## src/rtl/core/mbps_pkg.sv

```systemverilog
// ----------------------------------------------------------------------------
// mbps_pkg
// Shared constants, register codes and word types of the masked byte
// signature scanner.
// ----------------------------------------------------------------------------
package mbps_pkg;

   // default sizing of the scanner
   localparam int MAX_PATTERN_BYTES_DEFAULT = 16;
   localparam int OFFSET_BITS_DEFAULT       = 32;

   // fixed field widths
   localparam int BYTE_BITS           = 8;
   localparam int CSR_DATA_BITS       = 64;
   localparam int CSR_INDEX_BITS      = 2;
   localparam int CARE_MASK_BITS      = 16;
   localparam int PATTERN_LENGTH_BITS = 5;
   localparam int MATCH_OFFSET_BITS   = 32;

   // register map
   typedef enum logic [CSR_INDEX_BITS-1:0] {
      CSR_PATTERN_LOW    = 2'd0,
      CSR_PATTERN_HIGH   = 2'd1,
      CSR_CARE_MASK      = 2'd2,
      CSR_PATTERN_LENGTH = 2'd3
   } csr_index_type;

   // input word
   typedef struct packed {
      logic [BYTE_BITS-1:0] data_byte;
      logic                 last_byte;
   } req_payload_type;

   // result word
   typedef struct packed {
      logic                         found;
      logic [MATCH_OFFSET_BITS-1:0] match_offset;
   } rsp_payload_type;

endpackage

```

## src/rtl/core/mbps_channel_if.sv

```systemverilog
// ----------------------------------------------------------------------------
// mbps channel interfaces
// Valid/ready channels carrying input bytes and scan results.
// ----------------------------------------------------------------------------
interface mbps_req_if;
   logic                      valid;
   logic                      ready;
   mbps_pkg::req_payload_type payload;

   modport source (output valid, output payload, input ready);
   modport sink   (input valid, input payload, output ready);
endinterface

interface mbps_rsp_if;
   logic                      valid;
   logic                      ready;
   mbps_pkg::rsp_payload_type payload;

   modport source (output valid, output payload, input ready);
   modport sink   (input valid, input payload, output ready);
endinterface

```

## src/rtl/core/masked_byte_pattern_search_top.sv

```systemverilog
// ----------------------------------------------------------------------------
// masked_byte_pattern_search_top
// Streams a memory section one byte per word and scans it for a masked
// signature of up to MAX_PATTERN_BYTES bytes. The block takes one byte per
// clock when the result side keeps up: a byte is held in the input register,
// is compared against the signature in a single pass over the byte history
// window, and its result (if any) enters the output register when that is
// free. A section gives exactly one result word: found with the start offset
// at the first match, or not-found (offset 0) on the last byte of a section
// that never matched; later bytes of a matched section are dropped. Signature
// registers are to be written through the csr port only while the block is
// idle, not enforced by the block; no clearing pass is needed after reset.
// ----------------------------------------------------------------------------
module masked_byte_pattern_search_top #(
   parameter int MAX_PATTERN_BYTES = mbps_pkg::MAX_PATTERN_BYTES_DEFAULT,
   parameter int OFFSET_BITS       = mbps_pkg::OFFSET_BITS_DEFAULT
) (
   input  logic                                clock,
   input  logic                                reset,

   // csr write port
   input  logic                                csr_write_enable,
   input  logic [mbps_pkg::CSR_INDEX_BITS-1:0] csr_index,
   input  logic [mbps_pkg::CSR_DATA_BITS-1:0]  csr_write_data,

   // byte stream in, result words out
   mbps_req_if.sink                            req_if,
   mbps_rsp_if.source                          rsp_if
);

   // history window keeps the previous bytes, newest at index 0
   localparam int WINDOW_DEPTH = MAX_PATTERN_BYTES - 1;
   localparam int FILL_BITS    = $clog2(MAX_PATTERN_BYTES);
   localparam int BB           = mbps_pkg::BYTE_BITS;
   localparam int PLB          = mbps_pkg::PATTERN_LENGTH_BITS;
   localparam int MOB          = mbps_pkg::MATCH_OFFSET_BITS;
   localparam logic [FILL_BITS-1:0] FILL_MAX = FILL_BITS'(WINDOW_DEPTH);

   // configuration registers
   logic [mbps_pkg::CSR_DATA_BITS-1:0]  pattern_low_ff;
   logic [mbps_pkg::CSR_DATA_BITS-1:0]  pattern_high_ff;
   logic [mbps_pkg::CARE_MASK_BITS-1:0] care_mask_ff;
   logic [PLB-1:0]                      pattern_length_ff;

   // input register
   logic          in_valid_ff;
   logic [BB-1:0] in_byte_ff;
   logic          in_last_ff;

   // section state
   logic [BB-1:0]          window_ff [WINDOW_DEPTH];
   logic [OFFSET_BITS-1:0] position_ff;
   logic [FILL_BITS-1:0]   fill_count_ff;
   logic                   match_reported_ff;

   // output register
   logic                      rsp_valid_ff;
   mbps_pkg::rsp_payload_type rsp_payload_ff;

   // handshake and datapath nets
   logic                   out_free;
   logic                   stage_fire;
   logic                   req_fire;
   logic                   result_load;
   logic [2*mbps_pkg::CSR_DATA_BITS-1:0] signature;
   logic [BB-1:0]          hist [MAX_PATTERN_BYTES];
   logic [FILL_BITS-1:0]   len_m1;
   logic [MAX_PATTERN_BYTES-1:0] mismatch;
   logic                   hit;
   logic [OFFSET_BITS-1:0] offset_wide;
   logic [63:0]            offset_ext;
   logic [MOB-1:0]         match_offset;

   // ------------------------------------------------------------------------
   // csr writes
   // ------------------------------------------------------------------------
   always_ff @(posedge clock) begin
      if (reset) begin
         pattern_low_ff    <= '0;
         pattern_high_ff   <= '0;
         care_mask_ff      <= '0;
         pattern_length_ff <= PLB'(1);
      end else if (csr_write_enable) begin
         case (csr_index)
            mbps_pkg::CSR_PATTERN_LOW:    pattern_low_ff    <= csr_write_data;
            mbps_pkg::CSR_PATTERN_HIGH:   pattern_high_ff   <= csr_write_data;
            mbps_pkg::CSR_CARE_MASK: begin
               care_mask_ff <= csr_write_data[mbps_pkg::CARE_MASK_BITS-1:0];
            end
            mbps_pkg::CSR_PATTERN_LENGTH: pattern_length_ff <= csr_write_data[PLB-1:0];
            default: ;
         endcase
      end
   end

   // ------------------------------------------------------------------------
   // flow control: the compare stage moves whenever the output register is
   // empty or being drained, so a stalled result still leaves the input
   // register room for one byte of buffering
   // ------------------------------------------------------------------------
   assign out_free     = !rsp_valid_ff || rsp_if.ready;
   assign stage_fire   = in_valid_ff && out_free;
   assign req_if.ready = !in_valid_ff || out_free;
   assign req_fire     = req_if.valid && req_if.ready;

   always_ff @(posedge clock) begin
      if (reset) begin
         in_valid_ff <= 1'b0;
      end else if (req_if.ready) begin
         in_valid_ff <= req_if.valid;
      end
   end

   always_ff @(posedge clock) begin
      if (req_fire) begin
         in_byte_ff <= req_if.payload.data_byte;
         in_last_ff <= req_if.payload.last_byte;
      end
   end

   // ------------------------------------------------------------------------
   // compare pass
   // ------------------------------------------------------------------------
   assign signature = {pattern_high_ff, pattern_low_ff};

   // history seen from the current byte: index 0 is the byte itself
   always_comb begin
      hist[0] = in_byte_ff;
      for (int k = 1; k < MAX_PATTERN_BYTES; k++) begin
         hist[k] = window_ff[k-1];
      end
   end

   // active length minus one, with zero taken as one and overlong clamped
   always_comb begin
      if (pattern_length_ff == '0) begin
         len_m1 = '0;
      end else if (pattern_length_ff > PLB'(MAX_PATTERN_BYTES)) begin
         len_m1 = FILL_MAX;
      end else begin
         len_m1 = FILL_BITS'(pattern_length_ff - PLB'(1));
      end
   end

   // signature byte j lines up with the byte len_m1 - j places back
   always_comb begin
      for (int j = 0; j < MAX_PATTERN_BYTES; j++) begin
         mismatch[j] = (FILL_BITS'(j) <= len_m1) && care_mask_ff[j] &&
                       (signature[BB*j +: BB] != hist[len_m1 - FILL_BITS'(j)]);
      end
   end

   assign hit = (fill_count_ff >= len_m1) && !(|mismatch);

   // match start, pinned at the top once the position counter saturates
   assign offset_wide  = (position_ff == '1) ? '1
                                             : position_ff - OFFSET_BITS'(len_m1);
   assign offset_ext   = 64'(offset_wide);
   assign match_offset = (offset_ext > 64'({MOB{1'b1}})) ? '1 : offset_ext[MOB-1:0];

   // one word per section: first match, or not-found on the last byte
   assign result_load = stage_fire && !match_reported_ff && (hit || in_last_ff);

   // ------------------------------------------------------------------------
   // section state
   // ------------------------------------------------------------------------
   always_ff @(posedge clock) begin
      if (reset) begin
         position_ff       <= '0;
         fill_count_ff     <= '0;
         match_reported_ff <= 1'b0;
      end else if (stage_fire) begin
         if (in_last_ff) begin
            position_ff       <= '0;
            fill_count_ff     <= '0;
            match_reported_ff <= 1'b0;
         end else if (!match_reported_ff) begin
            if (position_ff != '1) begin
               position_ff <= position_ff + OFFSET_BITS'(1);
            end
            if (fill_count_ff != FILL_MAX) begin
               fill_count_ff <= fill_count_ff + FILL_BITS'(1);
            end
            match_reported_ff <= hit;
         end
      end
   end

   // window contents beyond the fill count are never looked at
   always_ff @(posedge clock) begin
      if (stage_fire && !in_last_ff && !match_reported_ff) begin
         window_ff[0] <= in_byte_ff;
         for (int k = 1; k < WINDOW_DEPTH; k++) begin
            window_ff[k] <= window_ff[k-1];
         end
      end
   end

   // ------------------------------------------------------------------------
   // output register
   // ------------------------------------------------------------------------
   always_ff @(posedge clock) begin
      if (reset) begin
         rsp_valid_ff <= 1'b0;
      end else if (out_free) begin
         rsp_valid_ff <= result_load;
      end
   end

   always_ff @(posedge clock) begin
      if (result_load) begin
         rsp_payload_ff.found        <= hit;
         rsp_payload_ff.match_offset <= hit ? match_offset : '0;
      end
   end

   assign rsp_if.valid   = rsp_valid_ff;
   assign rsp_if.payload = rsp_payload_ff;

   // ------------------------------------------------------------------------
   // checks
   // ------------------------------------------------------------------------
   // a match inside a section silences the rest of it
   a_match_sets_flag : assert property (@(posedge clock) disable iff (reset)
      result_load && hit && !in_last_ff |=> match_reported_ff)
      else $error("match did not mark the section as reported");

   // the last byte always returns the section state to its start
   a_section_restart : assert property (@(posedge clock) disable iff (reset)
      stage_fire && in_last_ff |=>
         (fill_count_ff == '0) && (position_ff == '0) && !match_reported_ff)
      else $error("section state not cleared after last byte");

   // a not-found word carries a zero offset
   a_not_found_zero : assert property (@(posedge clock) disable iff (reset)
      rsp_valid_ff && !rsp_payload_ff.found |-> rsp_payload_ff.match_offset == '0)
      else $error("not-found word with nonzero offset");

endmodule

```

## src/flat_wrapper.sv

```systemverilog
// flat-port wrapper written by rule: the top's interface ports become plain ports
module masked_byte_pattern_search_top_flat 
#(
   parameter int MAX_PATTERN_BYTES = mbps_pkg::MAX_PATTERN_BYTES_DEFAULT,
   parameter int OFFSET_BITS       = mbps_pkg::OFFSET_BITS_DEFAULT
)
  (clock, reset, csr_write_enable, csr_index, csr_write_data, req_if_valid, req_if_payload, req_if_ready, rsp_if_valid, rsp_if_payload, rsp_if_ready);
  mbps_req_if req_if_i ();
  mbps_rsp_if rsp_if_i ();
  input  logic clock;
  input  logic reset;
  input  logic csr_write_enable;
  input  logic [mbps_pkg::CSR_INDEX_BITS-1:0] csr_index;
  input  logic [mbps_pkg::CSR_DATA_BITS-1:0] csr_write_data;
  input wire logic [$bits(req_if_i.valid)-1:0] req_if_valid;
  input wire logic [$bits(req_if_i.payload)-1:0] req_if_payload;
  output wire logic [$bits(req_if_i.ready)-1:0] req_if_ready;
  output wire logic [$bits(rsp_if_i.valid)-1:0] rsp_if_valid;
  output wire logic [$bits(rsp_if_i.payload)-1:0] rsp_if_payload;
  input wire logic [$bits(rsp_if_i.ready)-1:0] rsp_if_ready;
  assign req_if_i.valid = req_if_valid;
  assign req_if_i.payload = req_if_payload;
  assign req_if_ready = req_if_i.ready;
  assign rsp_if_valid = rsp_if_i.valid;
  assign rsp_if_payload = rsp_if_i.payload;
  assign rsp_if_i.ready = rsp_if_ready;
  masked_byte_pattern_search_top #(.MAX_PATTERN_BYTES(MAX_PATTERN_BYTES), .OFFSET_BITS(OFFSET_BITS)) u_core (.clock(clock), .reset(reset), .csr_write_enable(csr_write_enable), .csr_index(csr_index), .csr_write_data(csr_write_data), .req_if(req_if_i), .rsp_if(rsp_if_i));
endmodule
```

## config.mk

```make
export PLATFORM = sky130hd
export DESIGN_NAME = masked_byte_pattern_search_top_flat
export DESIGN_NICKNAME = d
export VERILOG_FILES = /design/src/rtl/core/mbps_pkg.sv /design/src/rtl/core/mbps_channel_if.sv /design/src/rtl/core/masked_byte_pattern_search_top.sv /design/src/flat_wrapper.sv
export SDC_FILE = /design/constraint.sdc
export NUM_CORES = 1
export LEC_CHECK = 0
export BUFFER_PORTS_ARGS = -buffer_cell sky130_fd_sc_hd__buf_4
export CORE_MARGIN = 3
export CORE_UTILIZATION = 30
export CTS_BUF_LIST = sky130_fd_sc_hd__clkbuf_16
export DETAILED_ROUTE_END_ITERATION = 8
export GPL_TIMING_DRIVEN = 0
export PLACE_DENSITY = 0.52
export SYNTH_ARGS = -nofsm -noshare
export SYNTH_HDL_FRONTEND = slang
export SYNTH_SLANG_ARGS = --single-unit
```

## constraint.sdc

```tcl
create_clock -name clock -period 24.5 [get_ports clock]
set_input_delay 4.9 -clock clock [delete_from_list [all_inputs] [get_ports clock]]
set_output_delay 4.9 -clock clock [all_outputs]
set_load 0.03 [all_outputs]
```

==> results of run 1 <==
cell usage after synthesis (all sizes together), types with 30 or more instances:
cell	n	area (um2)
xor2	93	815
edfxtp	162	4860
o22ai	44	275
a2111oi	59	524
nand2	425	1600
a221oi	32	287
nor2	259	975
nand3	92	465
clkbuf	155	582
nor4	39	263
nand4	45	288
a21oi	302	1520
mux2i	144	1440
o211ai	88	661
xnor2	77	674
a222oi	44	440
a211oi	61	475
nor3b	30	230
and3	31	194
mux4	38	856
nand2b	50	313
dfxtp	188	3760
o21ai	134	671
nor3	68	352
o221ai	36	315
inv	112	420
a22oi	58	435
buf	156	822
layer usage:
metal	wire (um)	global-route usage [%]	share of wire, %
met1	74900	48.8	39
met2	78700	56.7	41
met3	22300	13.3	12
met4	17900	29.3	9.2
met5	72	0.594	0.037
critical path: cells and delay by family (launching register included):
| family | cells | cell delay, ns |
|---|---|---|
| buf+inv | 13 | 5.25 |
| compound gates | 8 | 3.58 |
| simple gates | 4 | 1.45 |
| fa+ha+maj | 2 | 0.88 |
| flops | 1 | 0.41 |
| xor+xnor | 1 | 0.21 |
placed cells by master, fill, tap and decap left out, types with 88 or more instances in the layout:
| cell type | count |
|---|---|
| inv_1 | 121 |
| nand2_1 | 425 |
| nand3_1 | 91 |
| nor2_1 | 257 |
| buf_4 | 138 |
| a21oi_1 | 300 |
| o21ai_0 | 128 |
| xor2_1 | 93 |
| mux2i_1 | 144 |
| o211ai_1 | 88 |
| dfxtp_1 | 188 |
| buf_2 | 112 |
| clkbuf_1 | 155 |
| edfxtp_1 | 162 |
per-stage QoR:
stage | utilization, % | hold WS [ns]
6_report | 34.9 | 0.444
5_1_grt | 34.9 | 0.461
4_1_cts | 34.9 | 0.442
3_5_place_dp | 33.3 | 0.434
3_3_place_gp | 33.0 | 0.429
2_1_floorplan | - | 0.424
worst paths after layout:
kind | from | endpoint | cells after the start
hold reg to reg | u_core.window_ff[1][44]$_DFFE_PP_ | u_core.window_ff[1][52]$_DFFE_PP_ | 0
setup reg to reg | u_core.pattern_length_ff[0]$_SDFFE_PP1P_ | u_core.rsp_if.payload[12]$_SDFFCE_PN0P_ | 28
hold / removal | u_core.window_ff[1][44]$_DFFE_PP_ | u_core.window_ff[1][52]$_DFFE_PP_ | 0
setup / recovery | u_core.pattern_length_ff[0]$_SDFFE_PP1P_ | u_core.rsp_if.payload[12]$_SDFFCE_PN0P_ | 28
power by group:
part,leakage (uW),internal [uW],switching (uW)
registers,0.00303,637,33.8
clock network,0.000736,382,274
logic,0.00786,239,573
total,0.0116,1260,881
state kept, by name, summed over array words and instances, names as in the netlist:
signal	count
u_core.care_mask_ff	16
u_core.fill_count_ff	4
u_core.in_byte_ff	8
u_core.in_last_ff	1
u_core.in_valid_ff	1
u_core.match_reported_ff	1
u_core.pattern_high_ff	64
u_core.pattern_length_ff	5
u_core.pattern_low_ff	64
u_core.position_ff	32
u_core.rsp_if.payload	33
u_core.rsp_if.valid	1
u_core.window_ff	120
cell type report:
type	count	share of cell area, %
clock inverters	35	1.24
inverters	112	1.33
clock buffers	41	3.24
well taps	1176	4.65
multi-input cells	2614	54.5
plain buffers	311	4.44
flip-flops and latches	350	27.3
repair buffers	132	3.28
kinds of logic (layout without fill, tap and decap cells):
kind of cell / count (synthesis) / count (layout) / share of synthesized area [%]
muxes: 198 / 198 / 8.97
buffers and inverters: 423 / 631 / 6.61
AOI/OAI and AO/OA: 1045 / 1045 / 26.0
xor gates and xnor gates: 170 / 170 / 5.39
DFF: 350 / 350 / 31.2
adders and majority gates: 13 / 13 / 0.553
and+or+nand+nor: 1188 / 1188 / 21.2
==> impl_results.md, run 1 <==
- Layout area overhead: 14.5%
- Slew Limit Fails: 25
- Syn Area/Cell: 8.15 um2
- Setup_tns: 0 ns
- Mean routed wirelength per cell: 40.6 um
- Placed wire-length estimate: 151 mm
- Core Region: 90700 um2
- CTS sink cnt: 350
- Status: finished with violations
- VDD IR-drop max: 0.0465 mV
- Crit Path Class: reg2reg
- Final Setup Violations: 0
- Finished Cell Area: 31600 um2
- Flop-to-flop setup slack: 12.29 ns
- Ports: 115
- Mapped Area: 27600 um2
- TritonRoute pass-1 iters: 7
- CTS resizes: 0
- Die width: 309 um
- Least-Margin Pin Slew: 1.58 ns
- DP Area: 30200 um2
- Leakage: 0.0116 uW
- FFs w/ async S/R, synth: 0%
- Failing checks: max-capacitance violations, max-slew violations
- Initial drt markers: 4675
- Worst EP required: 24.80 ns
- Startpoint types: register
- Clock Path Buffers: 3
- Worst relative slew slack: -5.89%
- YS warnings: 0
- Gate Count Post-Synth: 3387
- Final wirelength: 194 mm
- Setup ws final: 12.29 ns
- Multi-input gate area: 17200 um2
- Postcts setup bufs: 0
- Vias: 31532
- Port Buffer Count: 114
- Final Hold Viols: 0
- Reg area: 8630 um2
- CP peak stage delay: 1.25 ns
- Clock Latency Late Sink: 0.63 ns
- Nature of the critical path endpoint: register
- Pwr Total: 2140 uW
- First-pass GRT wire length: 258 mm
- CP dominant cell by count: buf_2
- Post-synth EDFFs: 162
- Minimum clock period: 12.21 ns
- Root Driver: clkbuf_16
- Worst EP arrival: 12.51 ns
- Pin count of the biggest net entering global routing: 34
- Crit path max fanout: 28
- Critical-path top delay cell: a211oi_1
- Residual DRC: 0
- GRT Total Usage: 39.4%
- Syn Nets: 3476
- Placed cell count: 4694
- Fraction of layout instances using a drive strength above 1: 11.9%
- H-tree levels: 2
- Die height: 309 um
- Total grt overflow: 0
- Clock Skew: 0.0332 ns
- Die ar.: 95700 um2
- Clk slew on worst S/H paths: 0.06 ns
- Worst hold-check path type: reg2reg
- Num CTS Buffers: 41
- Antenna violations before repair: 14
- Pwr dens: 67.6 nW/um2
- RSZ-0062 raised after global routing: no
- Worst slack, placed: 13.00 ns
- Fillers: 9585
- Post-route ant nets: 0
- Antenna diodes: 0
- Sequential share of the synthesized area: 31.2%
- TritonCTS clock tree: built
- Row count: 110
- Nets: 3651
- Via density: 6.61
- Vias in the first global route: 29182
- Hold buffers post-CTS: 0
- Max-cap violations: 5
- Netlist cell types: 98
- Fin cells: 4771
- Initial Utilization: 30.4%
- Crit share post-route: 49.8%
- Yosys reg bits: 350
- Routability cong.: 1.07
- Fmax: 81.9 MHz
- Ys flop type: dfxtp_1
Power figures use the tool's default switching activity.
==> inputs of run 2 (changes only) <==
--- a/config.mk
+++ b/config.mk
@@ -5,6 +5,7 @@
 export SDC_FILE = /design/constraint.sdc
 export NUM_CORES = 1
 export LEC_CHECK = 0
+export ABC_AREA = 1
 export BUFFER_PORTS_ARGS = -buffer_cell sky130_fd_sc_hd__buf_4
 export CORE_MARGIN = 3
 export CORE_UTILIZATION = 30
==> constraint.sdc (replaced) <==
create_clock -name clock -period 12 [get_ports clock]
set_input_delay 2.4 -clock clock [delete_from_list [all_inputs] [get_ports clock]]
set_output_delay 2.4 -clock clock [all_outputs]
set_load 0.03 [all_outputs]
==> run 2 against run 1 <==
  * The run now ends clean
  * Global-route usage shrank 10 points
  * Worst hold slack better by 0.0059 ns
  * Register-to-register slack worse by 6.9 ns
  * Synthesized cell count rose by 1.9%
  * Combinational power increased by 91%
  * Critical path depth unchanged
  * First-iteration DRC count down 29%
  * Die area is 18% lower
==> impl_results.md, run 2 <==
- Status: completed
- Antenna diodes: 0 (unchanged)
- CTS resizes: 0 (unchanged)
- Worst EP arrival: 6.94 ns (-5.57 ns)
- Min-Delay Startpoint: u_core.window_ff[0][4]$_DFFE_PP_
- Die height: 281 um (-9.3%)
- Vias in the first global route: 22692 (-22%)
- Mapped Area: 22600 um2 (-18%)
- Postcts setup bufs: 0 (unchanged)
- Setup ws final: 5.35 ns (-6.94 ns)
- GRT Total Usage: 29.2% (-10 points)
- First-pass GRT wire length: 164 mm (-36%)
- YS warnings: 0 (unchanged)
- Top post-synthesis cells by count: nand2_1 (1061), nand3_1 (785), inv_1 (301)
- Layout area overhead: 16.2%
- Leakage: 0.0118 uW (+1.7%)
- Row count: 100 (-9.1%)
- Slew Limit Fails: 0 (-100%)
- Least-Margin Pin Slew: 1.49 ns (-0.0953 ns)
- Clock Path Buffers: 3 (unchanged)
- Sequential share of the synthesized area: 38.1% (+6.9 points)
- Max-cap violations: 0 (-5)
- Routability cong.: 1.05 (-2.3%)
- Post-route ant nets: 0 (unchanged)
- Flop-to-flop setup slack: 5.35 ns (-6.94 ns)
- Setup_tns: 0 ns (unchanged)
- Most common cell in the synthesized netlist: nand2_1
- Worst hold-check path type: reg2reg
- Number of flip-flops in the largest register: 120 (unchanged)
- Initial drt markers: 3321 (-29%)
- Commonest non-fill, non-tap cell in the layout: nand2_1
- Residual DRC: 0 (unchanged)
- Final wirelength: 118 mm (-39%)
- Num CTS Buffers: 44 (+7.3%)
- Hold buffers post-CTS: 0 (unchanged)
- Syn Nets: 3540 (+1.8%)
- Die width: 281 um (-9.3%)
- Yosys reg bits: 350 (unchanged)
- Initial Utilization: 30.4% (-0.096 points)
- Critical-path top delay cell: o21ai_0
- Pin count of the biggest net entering global routing: 36 (+5.9%)
- Metal2 WL: 48.9 mm (-38%)
- H-tree levels: 2 (unchanged)
- Mean routed wirelength per cell: 25.5 um (-37%)
- Largest register by flop count: u_core.window_ff
- Startpoint types: register
- Ys flop type: dfxtp_1
- Largest family of logic cells by synthesized area: simple AND/OR/NAND/NOR gates
- CP dominant cell by count: nand2_1
- Netlist cell types: 48 (-51%)
- Clock Skew: 0.0342 ns (+0.00102 ns)
- TritonCTS clock tree: built
- Ports: 115 (unchanged)
- Placed wire-length estimate: 95.9 mm (-37%)
- Reg2reg path depth: 28 (unchanged)
- Die ar.: 78800 um2 (-18%)
- Crit share post-route: 55.4% (+5.6 points)
- Critical R2R Capture: u_core.rsp_if.payload[8]$_SDFFCE_PN0P_
- Final Setup Violations: 0 (unchanged)
- Worst slack, placed: 5.11 ns (-7.89 ns)
- Area share of fa/ha/maj cells after synthesis: 0.498% (-0.055 points)
- Fraction of layout instances using a drive strength above 1: 8.71% (-3.2 points)
- Area share of the largest cell type after synthesis: 21.5% (+3.9 points)
- Root Driver: clkbuf_16
- Gate Count Post-Synth: 3451 (+1.9%)
- Antenna violations before repair: 2 (-12)
- RSZ-0062 raised after global routing: no
- FFs w/ async S/R, synth: 0% (unchanged)
- Post-synth EDFFs: 162 (unchanged)
- M1 WL: 52.6 mm (-30%)
- Worst EP required: 12.29 ns (-12.51 ns)
- VDD IR-drop max: 0.0989 mV (+110%)
- Total grt overflow: 0 (unchanged)
- WHS Endpoint: u_core.window_ff[0][12]$_DFFE_PP_
- CP peak stage delay: 0.52 ns (-0.73 ns)
- Crit path max fanout: 24 (-14%)
- Synth Area in XOR/XNOR: 0.547% (-4.8 points)
- Fmax: 150 MHz (+84%)
- Minimum clock period: 6.65 ns (-5.56 ns)
- CTS sink cnt: 350 (unchanged)
- Port Buffer Count: 113 (-0.88%)
- Synth area leaders: edfxtp_1 (21%), nand2_1 (18%), nand3_1 (17%)
- Core Region: 74600 um2 (-18%)
- Vias: 25046 (-21%)
- Final Hold Viols: 0 (unchanged)
- Max layer used: met4
- Core Util, Final: 35.3% (+0.40 points)
- TritonRoute pass-1 iters: 6 (-1)
- Syn Area/Cell: 6.56 um2 (-20%)
- Worst relative slew slack: 0.854% (+6.7 points)
- R2R Path Start: u_core.pattern_length_ff[0]$_SDFFE_PP1P_
- Via density: 5.42 (-18%)
- Area leader, netlist: edfxtp_1
- Nature of the critical path endpoint: register
- Clock Latency Late Sink: 0.62 ns (about the same)
- Nets: 3704 (+1.5%)
- Largest registers: u_core.window_ff x120, u_core.pattern_high_ff x64, u_core.pattern_low_ff x64
- Commonest cells after routing, fill and taps aside: nand2_1 (1061), nand3_1 (785), inv_1 (305), nor2_1 (233), dfxtp_1 (188)
- Synth Area in Simple Gates: 43.2% (+22 points)
- Hold Path Depth: 0 (unchanged)
- Worst hold slack: 0.450 ns (+0.00586 ns)
- Clk slew on worst S/H paths: 0.06 ns (about the same)
- Crit Path Class: reg2reg
- Compound-Gate Fraction of Synth Area: 8.80% (-17 points)
- Pwr Total: 4280 uW (+100%)
- Mux contribution to synthesized area: 0% (-9.0 points)
- Met3 wire length: 10.0 mm (-55%)
- Pwr dens: 163 nW/um2 (+140%)
==> run 2: where the power goes <==
group          switching [uW]  internal [uW]
clock network             586            802
logic                    1110            441
registers                38.0           1310
==> run 2: cell families after synthesis <==
kind of cell / Yosys count
adder cells (fa/ha/maj): 9
buffers and inverters: 480
AND/OR/NAND/NOR: 2219
XOR/XNOR: 12
AO/OA/AOI/OAI: 381
flip-flops: 350
==> run 2: worst max-delay path by stage <==
stage | start | endpoint | slack (ns) | depth (start not counted)
2_1_floorplan | rsp_if_ready | u_core.window_ff[0][0]$_DFFE_PP_ | 3.61 | 6
3_3_place_gp | rsp_if_ready | u_core.window_ff[0][9]$_DFFE_PP_ | 0.59 | 7
3_5_place_dp | u_core.pattern_length_ff[0]$_SDFFE_PP1P_ | u_core.rsp_if.payload[8]$_SDFFCE_PN0P_ | 5.11 | 27
4_1_cts | u_core.pattern_length_ff[0]$_SDFFE_PP1P_ | u_core.rsp_if.payload[8]$_SDFFCE_PN0P_ | 5.06 | 27
5_1_grt | u_core.pattern_length_ff[0]$_SDFFE_PP1P_ | u_core.rsp_if.payload[10]$_SDFFCE_PN0P_ | 4.98 | 28
6_report | u_core.pattern_length_ff[0]$_SDFFE_PP1P_ | u_core.rsp_if.payload[8]$_SDFFCE_PN0P_ | 5.35 | 28
==> run 2: per-stage QoR <==
stage / instance area, um2 / instances
2_1_floorplan: 22600 / 3451
3_5_place_dp: 24800 / 4537
5_1_grt: 26300 / 4618
6_report: 26300 / 4618
4_1_cts: 26300 / 4617
3_3_place_gp: 24700 / 4533
==> run 2: final cells by class <==
cell class	instances	area, um2
timing repair buffer	118	956
buffer	165	823
multi-input combinational	2621	12000
inverter	315	1180
fill	8231	48300
sequential	350	8630
clock buffer	49	1230
tap	969	1210
clock inverter	31	260
==> run 2: routing by layer <==
| layer | up-vias | GRT usage, % |
|---|---|---|
| met3 | 244 | 5.19 |
| li1 | 11794 | - |
| met4 | 0 | 13.6 |
| met5 | - | 0 |
| met1 | 11860 | 41.1 |
| met2 | 1148 | 43.1 |
==> run 2: critical path: cells and delay by family (launching register included) <==
family | cells | cell delay (ns)
buffers and inverters | 8 | 2.20
AO/OA/AOI/OAI | 3 | 0.97
AND/OR/NAND/NOR | 15 | 2.01
flip-flops | 1 | 0.42
adder cells (fa/ha/maj) | 2 | 0.68
